File: src/rtl/ifmt_pkg.sv
// Shared types, codes and helper functions for the integer field formatter.
// No dependencies; every other file in rtl/ imports this package.

package ifmt_pkg;

    localparam int NUM_DIGITS = 22;
    localparam int BCD_DIGITS = 20;
    localparam int RESULT_CAP = 64;
    localparam int POS_W      = 7;
    localparam int LEN_W      = 8;

    localparam logic [2:0] CMD_SDEC = 3'd0;
    localparam logic [2:0] CMD_UDEC = 3'd1;
    localparam logic [2:0] CMD_OCT  = 3'd2;
    localparam logic [2:0] CMD_HEXL = 3'd3;
    localparam logic [2:0] CMD_HEXU = 3'd4;
    localparam logic [2:0] CMD_PTR  = 3'd5;

    localparam logic [1:0] LEN_NONE = 2'd0;
    localparam logic [1:0] LEN_H    = 2'd1;

    localparam logic [7:0] CH_MINUS = 8'h2D;
    localparam logic [7:0] CH_PLUS  = 8'h2B;
    localparam logic [7:0] CH_SPACE = 8'h20;
    localparam logic [7:0] CH_ZERO  = 8'h30;
    localparam logic [7:0] CH_XLOW  = 8'h78;
    localparam logic [7:0] CH_XUP   = 8'h58;
    localparam logic [7:0] CH_ALOW  = 8'h61;
    localparam logic [7:0] CH_AUP   = 8'h41;

    typedef struct packed {
        logic [2:0] cmd;
        logic [1:0] length_mod;
        logic       flag_left;
        logic       flag_plus;
        logic       flag_space;
        logic       flag_zero;
        logic       flag_alt;
        logic [6:0] field_width;
        logic       precision_given;
        logic [5:0] min_digits;
    } req_t;

    typedef struct packed {
        logic load;
        logic conv;
        logic digits;
        logic count;
        logic plan;
        logic layout;
        logic emit;
    } ctl_cmd_t;

    typedef struct packed {
        logic in_dec;
        logic out_free;
        logic emit_last;
    } ctl_stat_t;

    function automatic logic [7:0] digit_char(input logic [3:0] d, input logic upper);
        logic [7:0] base_ch;
        base_ch = upper ? CH_AUP : CH_ALOW;
        if (d < 4'd10)
            digit_char = CH_ZERO + {4'd0, d};
        else
            digit_char = base_ch + {4'd0, d} - 8'd10;
    endfunction

    function automatic logic [3:0] bcd_adjust(input logic [3:0] n);
        bcd_adjust = (n >= 4'd5) ? n + 4'd3 : n;
    endfunction

endpackage

File: src/rtl/ifmt_ctrl.sv
// Sequencing controller for the integer field formatter.
// Depends on ifmt_pkg; drives the datapath through ctl_cmd_t and reads ctl_stat_t.

module ifmt_ctrl
    import ifmt_pkg::*;
(
    input  logic      clk,
    input  logic      rst_n,
    input  logic      s_tvalid,
    output logic      s_tready,
    input  ctl_stat_t stat,
    output ctl_cmd_t  cmd
);

    localparam logic [2:0] S_IDLE   = 3'd0;
    localparam logic [2:0] S_CONV   = 3'd1;
    localparam logic [2:0] S_DIGITS = 3'd2;
    localparam logic [2:0] S_COUNT  = 3'd3;
    localparam logic [2:0] S_PLAN   = 3'd4;
    localparam logic [2:0] S_LAYOUT = 3'd5;
    localparam logic [2:0] S_EMIT   = 3'd6;

    logic [2:0] state_reg, state_next;
    logic [5:0] step_reg, step_next;

    assign s_tready = (state_reg == S_IDLE);

    always_comb
    begin
        cmd        = '0;
        state_next = state_reg;
        step_next  = step_reg;
        unique case (state_reg)
            S_IDLE:
            begin
                if (s_tvalid)
                begin
                    cmd.load   = 1'b1;
                    step_next  = '0;
                    state_next = stat.in_dec ? S_CONV : S_DIGITS;
                end
            end
            S_CONV:
            begin
                cmd.conv  = 1'b1;
                step_next = step_reg + 6'd1;
                if (step_reg == 6'd63)
                    state_next = S_DIGITS;
            end
            S_DIGITS:
            begin
                cmd.digits = 1'b1;
                state_next = S_COUNT;
            end
            S_COUNT:
            begin
                cmd.count  = 1'b1;
                state_next = S_PLAN;
            end
            S_PLAN:
            begin
                cmd.plan   = 1'b1;
                state_next = S_LAYOUT;
            end
            S_LAYOUT:
            begin
                cmd.layout = 1'b1;
                state_next = S_EMIT;
            end
            S_EMIT:
            begin
                if (stat.out_free)
                begin
                    cmd.emit = 1'b1;
                    if (stat.emit_last)
                        state_next = S_IDLE;
                end
            end
            default:
            begin
                state_next = S_IDLE;
            end
        endcase
    end

    always_ff @(posedge clk or negedge rst_n)
    begin
        if (!rst_n)
        begin
            state_reg <= S_IDLE;
            step_reg  <= '0;
        end
        else
        begin
            state_reg <= state_next;
            step_reg  <= step_next;
        end
    end

endmodule

File: src/rtl/ifmt_dp.sv
// Datapath for the integer field formatter: magnitude, BCD conversion, digit store,
// field layout and the output register. Depends on ifmt_pkg; steered by ifmt_ctrl.

module ifmt_dp
    import ifmt_pkg::*;
#(
    parameter int MAX_FIELD = 64
)
(
    input  logic        clk,
    input  logic        rst_n,
    input  ctl_cmd_t    cmd,
    output ctl_stat_t   stat,
    input  req_t        req,
    input  logic [63:0] raw_value,
    output logic        m_tvalid,
    input  logic        m_tready,
    output logic [7:0]  m_tdata,
    output logic        m_tlast,
    output logic        m_tuser
);

    localparam int CAP = (MAX_FIELD < RESULT_CAP) ? MAX_FIELD : RESULT_CAP;
    localparam logic [LEN_W-1:0] CAP_L = LEN_W'(CAP);

    req_t                  req_reg;
    logic [63:0]           mag_reg;
    logic                  neg_reg;
    logic                  mag_zero_reg;
    logic [4*BCD_DIGITS-1:0] bcd_reg;
    logic [4*NUM_DIGITS-1:0] dig_reg;
    logic [4:0]            ndig_reg;
    logic [5:0]            zeros_reg;
    logic                  has_sign_reg;
    logic [7:0]            sign_char_reg;
    logic [1:0]            npre_reg;
    logic [7:0]            pre_char_reg;
    logic [LEN_W-1:0]      body_reg;
    logic [LEN_W-1:0]      e1_reg, e2_reg, e3_reg, e4_reg, e5_reg, total_reg;
    logic [POS_W-1:0]      pos_reg;
    logic                  out_valid_reg;
    logic [7:0]            out_char_reg;
    logic                  out_last_reg;
    logic                  out_empty_reg;

    logic [63:0]           ext;
    logic                  neg_in;
    logic [63:0]           mag_in;
    logic [4*BCD_DIGITS-1:0] bcd_adj;
    logic [4*NUM_DIGITS-1:0] dig_next;
    logic [65:0]           oct_src;
    logic [4:0]            hi_digit;
    logic [4:0]            ndig_next;
    logic [5:0]            ndig6;
    logic [5:0]            zeros_next;
    logic                  has_sign_next;
    logic [7:0]            sign_char_next;
    logic [1:0]            npre_next;
    logic [LEN_W-1:0]      width_l, pad, lead, zpad, trail;
    logic [LEN_W-1:0]      e1, e2, e3, e4, e5, total, total_c;
    logic                  zero_fill;
    logic [LEN_W-1:0]      k;
    logic [4:0]            didx;
    logic [7:0]            emit_char;
    logic                  emit_empty;
    logic                  emit_last;

    // Truncate, extend and take the magnitude of the incoming argument
    always_comb
    begin
        if (req.cmd == CMD_PTR || req.length_mod[1])
            ext = raw_value;
        else if (req.length_mod == LEN_H)
            ext = (req.cmd == CMD_SDEC) ? {{48{raw_value[15]}}, raw_value[15:0]}
                                        : {48'd0, raw_value[15:0]};
        else
            ext = (req.cmd == CMD_SDEC) ? {{32{raw_value[31]}}, raw_value[31:0]}
                                        : {32'd0, raw_value[31:0]};
        neg_in = (req.cmd == CMD_SDEC) && ext[63];
        mag_in = neg_in ? (~ext + 64'd1) : ext;
    end

    always_comb
    begin
        for (int i = 0; i < BCD_DIGITS; i++)
            bcd_adj[i*4 +: 4] = bcd_adjust(bcd_reg[i*4 +: 4]);
    end

    always_comb
    begin
        oct_src = {2'b00, mag_reg};
        case (req_reg.cmd) inside
            CMD_SDEC, CMD_UDEC:
                dig_next = {8'd0, bcd_reg};
            CMD_OCT:
            begin
                for (int i = 0; i < NUM_DIGITS; i++)
                    dig_next[i*4 +: 4] = {1'b0, oct_src[i*3 +: 3]};
            end
            default:
                dig_next = {24'd0, mag_reg};
        endcase
    end

    always_comb
    begin
        hi_digit = '0;
        for (int i = 0; i < NUM_DIGITS; i++)
            if (dig_reg[i*4 +: 4] != 4'd0)
                hi_digit = 5'(i + 1);
        if (mag_zero_reg && req_reg.precision_given && req_reg.min_digits == 6'd0
            && req_reg.cmd != CMD_PTR)
            ndig_next = '0;
        else
            ndig_next = (hi_digit == 5'd0) ? 5'd1 : hi_digit;
    end

    always_comb
    begin
        ndig6 = {1'b0, ndig_reg};
        if (req_reg.precision_given && req_reg.min_digits > ndig6)
            zeros_next = req_reg.min_digits - ndig6;
        else
            zeros_next = '0;
        if (req_reg.cmd == CMD_OCT && req_reg.flag_alt && zeros_next == 6'd0
            && (ndig_reg == 5'd0 || !mag_zero_reg))
            zeros_next = 6'd1;

        has_sign_next  = 1'b0;
        sign_char_next = CH_SPACE;
        if (req_reg.cmd == CMD_SDEC)
        begin
            if (neg_reg)
            begin
                has_sign_next  = 1'b1;
                sign_char_next = CH_MINUS;
            end
            else if (req_reg.flag_plus)
            begin
                has_sign_next  = 1'b1;
                sign_char_next = CH_PLUS;
            end
            else if (req_reg.flag_space)
            begin
                has_sign_next  = 1'b1;
            end
        end

        if (req_reg.cmd == CMD_PTR || ((req_reg.cmd == CMD_HEXL || req_reg.cmd == CMD_HEXU)
            && req_reg.flag_alt && !mag_zero_reg))
            npre_next = 2'd2;
        else
            npre_next = 2'd0;
    end

    always_comb
    begin
        width_l   = {1'b0, req_reg.field_width};
        pad       = (width_l > body_reg) ? width_l - body_reg : '0;
        zero_fill = !req_reg.flag_left && req_reg.flag_zero && !req_reg.precision_given;
        lead      = (!req_reg.flag_left && !zero_fill) ? pad : '0;
        zpad      = zero_fill ? pad : '0;
        trail     = req_reg.flag_left ? pad : '0;
        e1        = lead;
        e2        = e1 + LEN_W'(has_sign_reg);
        e3        = e2 + LEN_W'(npre_reg);
        e4        = e3 + zpad + LEN_W'(zeros_reg);
        e5        = e4 + LEN_W'(ndig_reg);
        total     = (req_reg.cmd > CMD_PTR) ? '0 : e5 + trail;
        total_c   = (total > CAP_L) ? CAP_L : total;
    end

    always_comb
    begin
        k          = {1'b0, pos_reg};
        didx       = 5'(e5_reg - 8'd1 - k);
        emit_empty = (total_reg == '0);
        emit_last  = emit_empty || (k + 8'd1 == total_reg);
        if (k < e1_reg)
            emit_char = CH_SPACE;
        else if (k < e2_reg)
            emit_char = sign_char_reg;
        else if (k < e3_reg)
            emit_char = (k == e2_reg) ? CH_ZERO : pre_char_reg;
        else if (k < e4_reg)
            emit_char = CH_ZERO;
        else if (k < e5_reg)
            emit_char = digit_char(dig_reg[{didx, 2'b00} +: 4], req_reg.cmd == CMD_HEXU);
        else
            emit_char = CH_SPACE;
    end

    always_ff @(posedge clk)
    begin
        if (cmd.load)
        begin
            req_reg      <= req;
            mag_reg      <= mag_in;
            neg_reg      <= neg_in;
            mag_zero_reg <= (ext == 64'd0);
            bcd_reg      <= '0;
        end
        if (cmd.conv)
        begin
            bcd_reg <= {bcd_adj[4*BCD_DIGITS-2:0], mag_reg[63]};
            mag_reg <= {mag_reg[62:0], 1'b0};
        end
        if (cmd.digits)
            dig_reg <= dig_next;
        if (cmd.count)
            ndig_reg <= ndig_next;
        if (cmd.plan)
        begin
            zeros_reg     <= zeros_next;
            has_sign_reg  <= has_sign_next;
            sign_char_reg <= sign_char_next;
            npre_reg      <= npre_next;
            pre_char_reg  <= (req_reg.cmd == CMD_HEXU) ? CH_XUP : CH_XLOW;
            body_reg      <= LEN_W'(has_sign_next) + LEN_W'(npre_next)
                             + LEN_W'(zeros_next) + LEN_W'(ndig_reg);
        end
        if (cmd.layout)
        begin
            e1_reg    <= e1;
            e2_reg    <= e2;
            e3_reg    <= e3;
            e4_reg    <= e4;
            e5_reg    <= e5;
            total_reg <= total_c;
        end
        if (cmd.emit)
        begin
            out_char_reg  <= emit_empty ? 8'd0 : emit_char;
            out_last_reg  <= emit_last;
            out_empty_reg <= emit_empty;
        end
    end

    always_ff @(posedge clk or negedge rst_n)
    begin
        if (!rst_n)
        begin
            out_valid_reg <= 1'b0;
            pos_reg       <= '0;
        end
        else
        begin
            if (cmd.emit)
                out_valid_reg <= 1'b1;
            else if (m_tready)
                out_valid_reg <= 1'b0;
            if (cmd.layout)
                pos_reg <= '0;
            else if (cmd.emit)
                pos_reg <= pos_reg + 7'd1;
        end
    end

    assign stat.in_dec    = (req.cmd == CMD_SDEC) || (req.cmd == CMD_UDEC);
    assign stat.out_free  = !out_valid_reg || m_tready;
    assign stat.emit_last = emit_last;

    assign m_tvalid = out_valid_reg;
    assign m_tdata  = out_char_reg;
    assign m_tlast  = out_last_reg;
    assign m_tuser  = out_empty_reg;

endmodule

File: src/rtl/integer_field_formatter.sv
// Top level of the integer field formatter: stream ports, field unpacking,
// controller and datapath. Depends on ifmt_pkg, ifmt_ctrl and ifmt_dp.
//
// One request arrives as one transfer on the s_ channel: conversion kind and
// length in s_tuser, the value, flags, width and precision in s_tdata. The
// formatted field leaves on the m_ channel one ASCII character per transfer,
// with m_tlast on the final character. A field with no characters gives one
// transfer with m_tuser set, m_tlast set and m_tdata zero.
// The accepting cycle loads the request; decimal kinds then run the shift-and-add-3
// binary to BCD loop, then every kind passes the setup steps digit capture, digit
// count, sizing and layout before the first character is loaded, then one
// character per cycle follows while m_tready is high.
// A field holds at most min(MAX_FIELD, 64) characters.
// One request is worked at a time; s_tready is high only between requests and
// rises while the last character may still wait in the output register.
// A stalled receiver holds the output register and pauses emission.
// Reset clears the controller and the output valid; the block then waits idle.

module integer_field_formatter
    import ifmt_pkg::*;
#(
    parameter int MAX_FIELD = 64
)
(
    input  logic        clk,
    input  logic        rst_n,
    input  logic        s_tvalid,
    output logic        s_tready,
    // [63:0] raw_value, [64] flag_left, [65] flag_plus, [66] flag_space,
    // [67] flag_zero, [68] flag_alt, [75:69] field_width, [76] precision_given,
    // [82:77] min_digits, [87:83] zero
    input  logic [87:0] s_tdata,
    // [2:0] cmd, [4:3] length_mod
    input  logic [4:0]  s_tuser,
    output logic        m_tvalid,
    input  logic        m_tready,
    // [7:0] out_char
    output logic [7:0]  m_tdata,
    output logic        m_tlast,
    // [0] empty_field
    output logic        m_tuser
);

    req_t      req;
    ctl_cmd_t  ctl_cmd;
    ctl_stat_t ctl_stat;

    assign req.cmd             = s_tuser[2:0];
    assign req.length_mod      = s_tuser[4:3];
    assign req.flag_left       = s_tdata[64];
    assign req.flag_plus       = s_tdata[65];
    assign req.flag_space      = s_tdata[66];
    assign req.flag_zero       = s_tdata[67];
    assign req.flag_alt        = s_tdata[68];
    assign req.field_width     = s_tdata[75:69];
    assign req.precision_given = s_tdata[76];
    assign req.min_digits      = s_tdata[82:77];

    ifmt_ctrl u_ctrl
    (
        .clk      (clk),
        .rst_n    (rst_n),
        .s_tvalid (s_tvalid),
        .s_tready (s_tready),
        .stat     (ctl_stat),
        .cmd      (ctl_cmd)
    );

    ifmt_dp #(
        .MAX_FIELD (MAX_FIELD)
    ) u_dp
    (
        .clk       (clk),
        .rst_n     (rst_n),
        .cmd       (ctl_cmd),
        .stat      (ctl_stat),
        .req       (req),
        .raw_value (s_tdata[63:0]),
        .m_tvalid  (m_tvalid),
        .m_tready  (m_tready),
        .m_tdata   (m_tdata),
        .m_tlast   (m_tlast),
        .m_tuser   (m_tuser)
    );

    a_busy_after_accept: assert property (@(posedge clk) disable iff (!rst_n)
        s_tvalid && s_tready |=> !s_tready)
        else $error("input accepted while a request is in progress");

    a_empty_is_last: assert property (@(posedge clk) disable iff (!rst_n)
        m_tvalid && m_tuser |-> m_tlast && (m_tdata == 8'd0))
        else $error("empty field transfer not marked last or not zero");

    a_hold_while_stalled: assert property (@(posedge clk) disable iff (!rst_n)
        m_tvalid && !m_tready |=> m_tvalid && $stable(m_tdata) && $stable(m_tlast)
        && $stable(m_tuser))
        else $error("output transfer changed while the receiver stalled");

endmodule

File: config.mk
export PLATFORM = sky130hd
export DESIGN_NAME = integer_field_formatter
export DESIGN_NICKNAME = d
export VERILOG_FILES = /design/src/rtl/ifmt_pkg.sv /design/src/rtl/ifmt_ctrl.sv /design/src/rtl/ifmt_dp.sv /design/src/rtl/integer_field_formatter.sv
export SDC_FILE = /design/constraint.sdc
export NUM_CORES = 1
export LEC_CHECK = 0
export BUFFER_PORTS_ARGS = -buffer_cell sky130_fd_sc_hd__buf_2
export CORE_MARGIN = 2
export CORE_UTILIZATION = 40
export DETAILED_ROUTE_END_ITERATION = 16
export SLEW_MARGIN = 20
export SYNTH_ARGS = -nofsm -noshare
export SYNTH_HDL_FRONTEND = slang
export SYNTH_SLANG_ARGS = --single-unit
File: constraint.sdc
create_clock -name clk -period 9.52 [get_ports clk]
set_input_delay 0 -clock clk [delete_from_list [all_inputs] [get_ports clk]]
set_output_delay 0 -clock clk [all_outputs]
set_load 0.005 [all_outputs]
==> impl_metrics.csv <==
group,metric,value,unit
status,status,"completed",
logic_synthesis,async_reset_ff_frac,0.0487,
power_and_ir_drop,cellInternalPower,4.60,mW
power_and_ir_drop,power.switching,3.00,mW
logic_synthesis,synth_edf_count,331,
cells_and_area,utilization,0.464,
critical_path,cp_top_family,"adder cells",
global_routing,grt_use_total,0.194,
logic_synthesis,synthXorXnorAreaFrac,0.0560,
logic_synthesis,yosysSeqAreaShare,0.472,
power_and_ir_drop,p_comb_frac,0.423,
clock_tree,clock_latency,0.58,ns
placement,place_congestion,0.878,
logic_synthesis,synth_compound_area_frac,0.148,
cells_and_area,antennaDiodeCount,0,
critical_path,crit_arrival,7.66,ns
logic_synthesis,synthSimpleGateAreaFrac,0.147,
critical_path,crit_fanout,9,
timing,relSlewSlack,0.336,
route,wire_per_inst,18.3,µm
clock_tree,htreeDepth,2,
logic_synthesis,yosys.cell_types.count,98,
timing,fin_skew,0.0332,ns
timing,fin_crit,7.30,ns
cells_and_area,final_nets,2521,
timing,fmax,137,MHz
logic_synthesis,syn-instance-count,2125,
logic_synthesis,synth_mux_area_frac,0.0493,
floorplan,die_height,238,µm
timing,layout_worst_path_cycle_share,0.766,
cells_and_area,syn2layout_area_growth,14.3,%
route,dr.first_iter.drc_count,1332,
timing,rsz0062_at_grt,"no",
critical_path,rr_startpoint,"u_dp.req_reg[13]",
logic_synthesis,yosys_register_bits,349,
placement,io_buffers,102,
critical_path,critPathLaunch,"u_dp.req_reg[13]",
timing,postLayoutSetupSlackWorst,2.22,ns
power_and_ir_drop,swShare,0.395,
critical_path,required,9.88,ns
timing,setup_violations,0,
power_and_ir_drop,p_seq_frac,0.387,
clock_tree,cts_tree,"yes",
placement,pre_cts_slack,2.29,ns
run,max-cap-violations,0,
clock_tree,cts_sinks,349,
clock_tree,root_buffer,"clkbuf_16",
timing,finalMaxSlewViolations,0,
timing,tns,0,ns
clock_tree,postCtsResizedCells,0,
clock_tree,clock_path_buffers,3,
route,wirelength,55100,µm
floorplan,dieArea,0.0569,mm²
logic_synthesis,yosys_warnings,0,
route,first_pass_iters,7,
floorplan,coreArea,0.0541,mm²
critical_path,crit_buf_inv,3,
global_routing,grt-ovfl-total,0,
route,drtAntennaViolNets,0,
clock_tree,clk_pin_slew,0.06,ns
power_and_ir_drop,cellLeakagePower,9.61,nW
placement,hpwl,40400,µm
global_routing,grt_pass1_vias,16200,
global_routing,grt_antenna_before_repair,0,
power_and_ir_drop,clkPwrFrac,0.190,
global_routing,grt_max_degree,93,
cells_and_area,drive_above_1_share,0.106,
cells_and_area,largest_reg_flops,84,
logic_synthesis,synth.avg_cell_area,10.3,µm²
clock_tree,holdBufCountCts,73,
floorplan,initial_core_util,0.406,
logic_synthesis,synthAdderAreaFrac,0.0836,
timing,hold_viol,0,
logic_synthesis,synth.cell_area,0.0220,mm²
clock_tree,post_cts.repair.setup_buffers,0,
power_and_ir_drop,peakVddDrop,154,µV
worst_hold_path,hold_path.startpoint,"s_tdata[32]",
route,drt-vias-per-instance,5.50,
global_routing,grt_pass1_wl,87700,µm
route,num_vias,16600,
power_and_ir_drop,power_density,303,mW/mm²
critical_path,worst_path_max_delay_cell,"a221oi_1",
floorplan,die_w,238,µm
floorplan,rows,85,
critical_path,worstSetupPathType,"reg2reg",
critical_path,startpoint_type,"register",
logic_synthesis,synth_ff_type,"edfxtp_1",
floorplan,ios,109,
critical_path,slowest_delay,0.59,ns
logic_synthesis,synth_top_family_by_area,"compound AO/OA/AOI/OAI gates",
timing,worstMarginPinSlew,0.997,ns
route,drc_errors,0,
clock_tree,numCtsBuffers,40,
worst_hold_path,hold_class,"in2reg",
critical_path,endpoint_kind,"register",
## cells in the mapped netlist (8+ instances only)
library cell  number  area, µm²
edfxtp_1         331       9940
nand2_1          211        792
nor2_1           199        747
o21ai_0          166        831
inv_1            152        571
a21oi_1          149        746
ha_1             123       1540
xnor2_1           78        683
xor2_1            60        526
clkbuf_1          52        195
mux2i_1           51        510
nor3_1            49        245
a22o_1            40        350
nand2b_1          37        231
nand3_1           34        170
a21o_1            28        210
nor4_1            25        156
mux4_2            23        518
dfrtp_1           17        425
fa_1              15        300
o21a_1            15        113
o21ai_1           15       75.1
and2_1            13       81.3
nor2b_1           13       81.3
o31ai_1           13       97.6
or4_1             13       97.6
a31oi_1           12       75.1
buf_1             12       45.0
o21bai_1          10       75.1
and3_1             9       56.3
nand4_1            9       56.3
nor3b_1            8       60.1
## path summary, 6_finish.rpt
| check | end | slack (ns) | cells past startpoint |
|---|---|---|---|
| setup / recovery | u_dp.total_reg[3] | 2.22 | 26 |
| hold / removal | u_dp.mag_reg[32] | 0.02 | 4 |
| setup reg to reg | u_dp.total_reg[3] | 2.22 | 26 |
| hold reg to reg | u_ctrl.step_reg[5] | 0.50 | 1 |
| max in group asynchronous | u_ctrl.state_reg[0] | 8.37 | 3 |
| min in group asynchronous | u_dp.pos_reg[5] | 0.61 | 3 |
## placed cells by master (no fill, tap or decap), types with 17 or more instances in the layout
cell type        n
a21o_1          28
a21oi_1        149
a22o_1          40
buf_2          102
buf_4           19
clkbuf_16       40
dfrtp_1         17
dlygate4sd3_1   73
edfxtp_1       331
ha_1           123
inv_1          150
mux2i_1         51
mux4_2          23
nand2_1        210
nand2b_1        37
nand3_1         34
nor2_1         198
nor3_1          48
nor4_1          25
o21ai_0        166
xnor2_1         78
xor2_1          60
## per-stage QoR
step	hold slack [ns]	std cells	cell area, µm²	power [mW]
floorplan	-0.296	2126	22000	5.25
global placement	-0.0400	2866	23200	6.03
detailed placement	-0.0399	2866	23200	6.13
CTS	0.00163	3011	25100	7.63
global route	0.0303	3012	25100	8.14
finish	0.0236	3012	25100	7.60
## metal layers
layer | vias to the layer above | global-route usage | routed length [µm]
met3 | 84 | 0.0249 | 2670
li1 | 8054 | - | -
met2 | 455 | 0.318 | 25800
met5 | - | 0 | 0
met4 | 0 | 0.0570 | 1380
met1 | 7971 | 0.270 | 25300
## power groups by stage
| stage | registers [mW] | clock network, mW | logic [mW] |
|---|---|---|---|
| detailed placement | 2.97 | 0 | 3.16 |
| global route | 3.00 | 1.53 | 3.61 |
| finish | 2.94 | 1.45 | 3.22 |
| floorplan | 2.80 | 0 | 2.45 |
| CTS | 2.94 | 1.48 | 3.21 |
| global placement | 2.96 | 0 | 3.08 |
## tightest hold or removal path, delay by kind of cell
| family | cells | cell delay [ns] |
|---|---|---|
| buffers and inverters | 1 | 0.09 |
| XOR/XNOR | 1 | 0.20 |
| AO/OA/AOI/OAI | 2 | 0.20 |
## layout make-up
class	instances	area, µm²
Timing Repair Buffer	195	1410
Fill cell	4990	29000
Tap cell	696	871
Clock inverter	25	173
Sequential cell	349	10400
Inverter	153	579
Clock buffer	47	1040
Multi-Input combinational cell	1547	10700
## cell families after synthesis
family,count (synthesis)
xor+xnor,139
flops,349
simple gates,670
mux,79
other cells,1
compound gates,519
buf+inv,230
fa+ha+maj,138
Note: power is estimated with default switching activity, not from simulation.
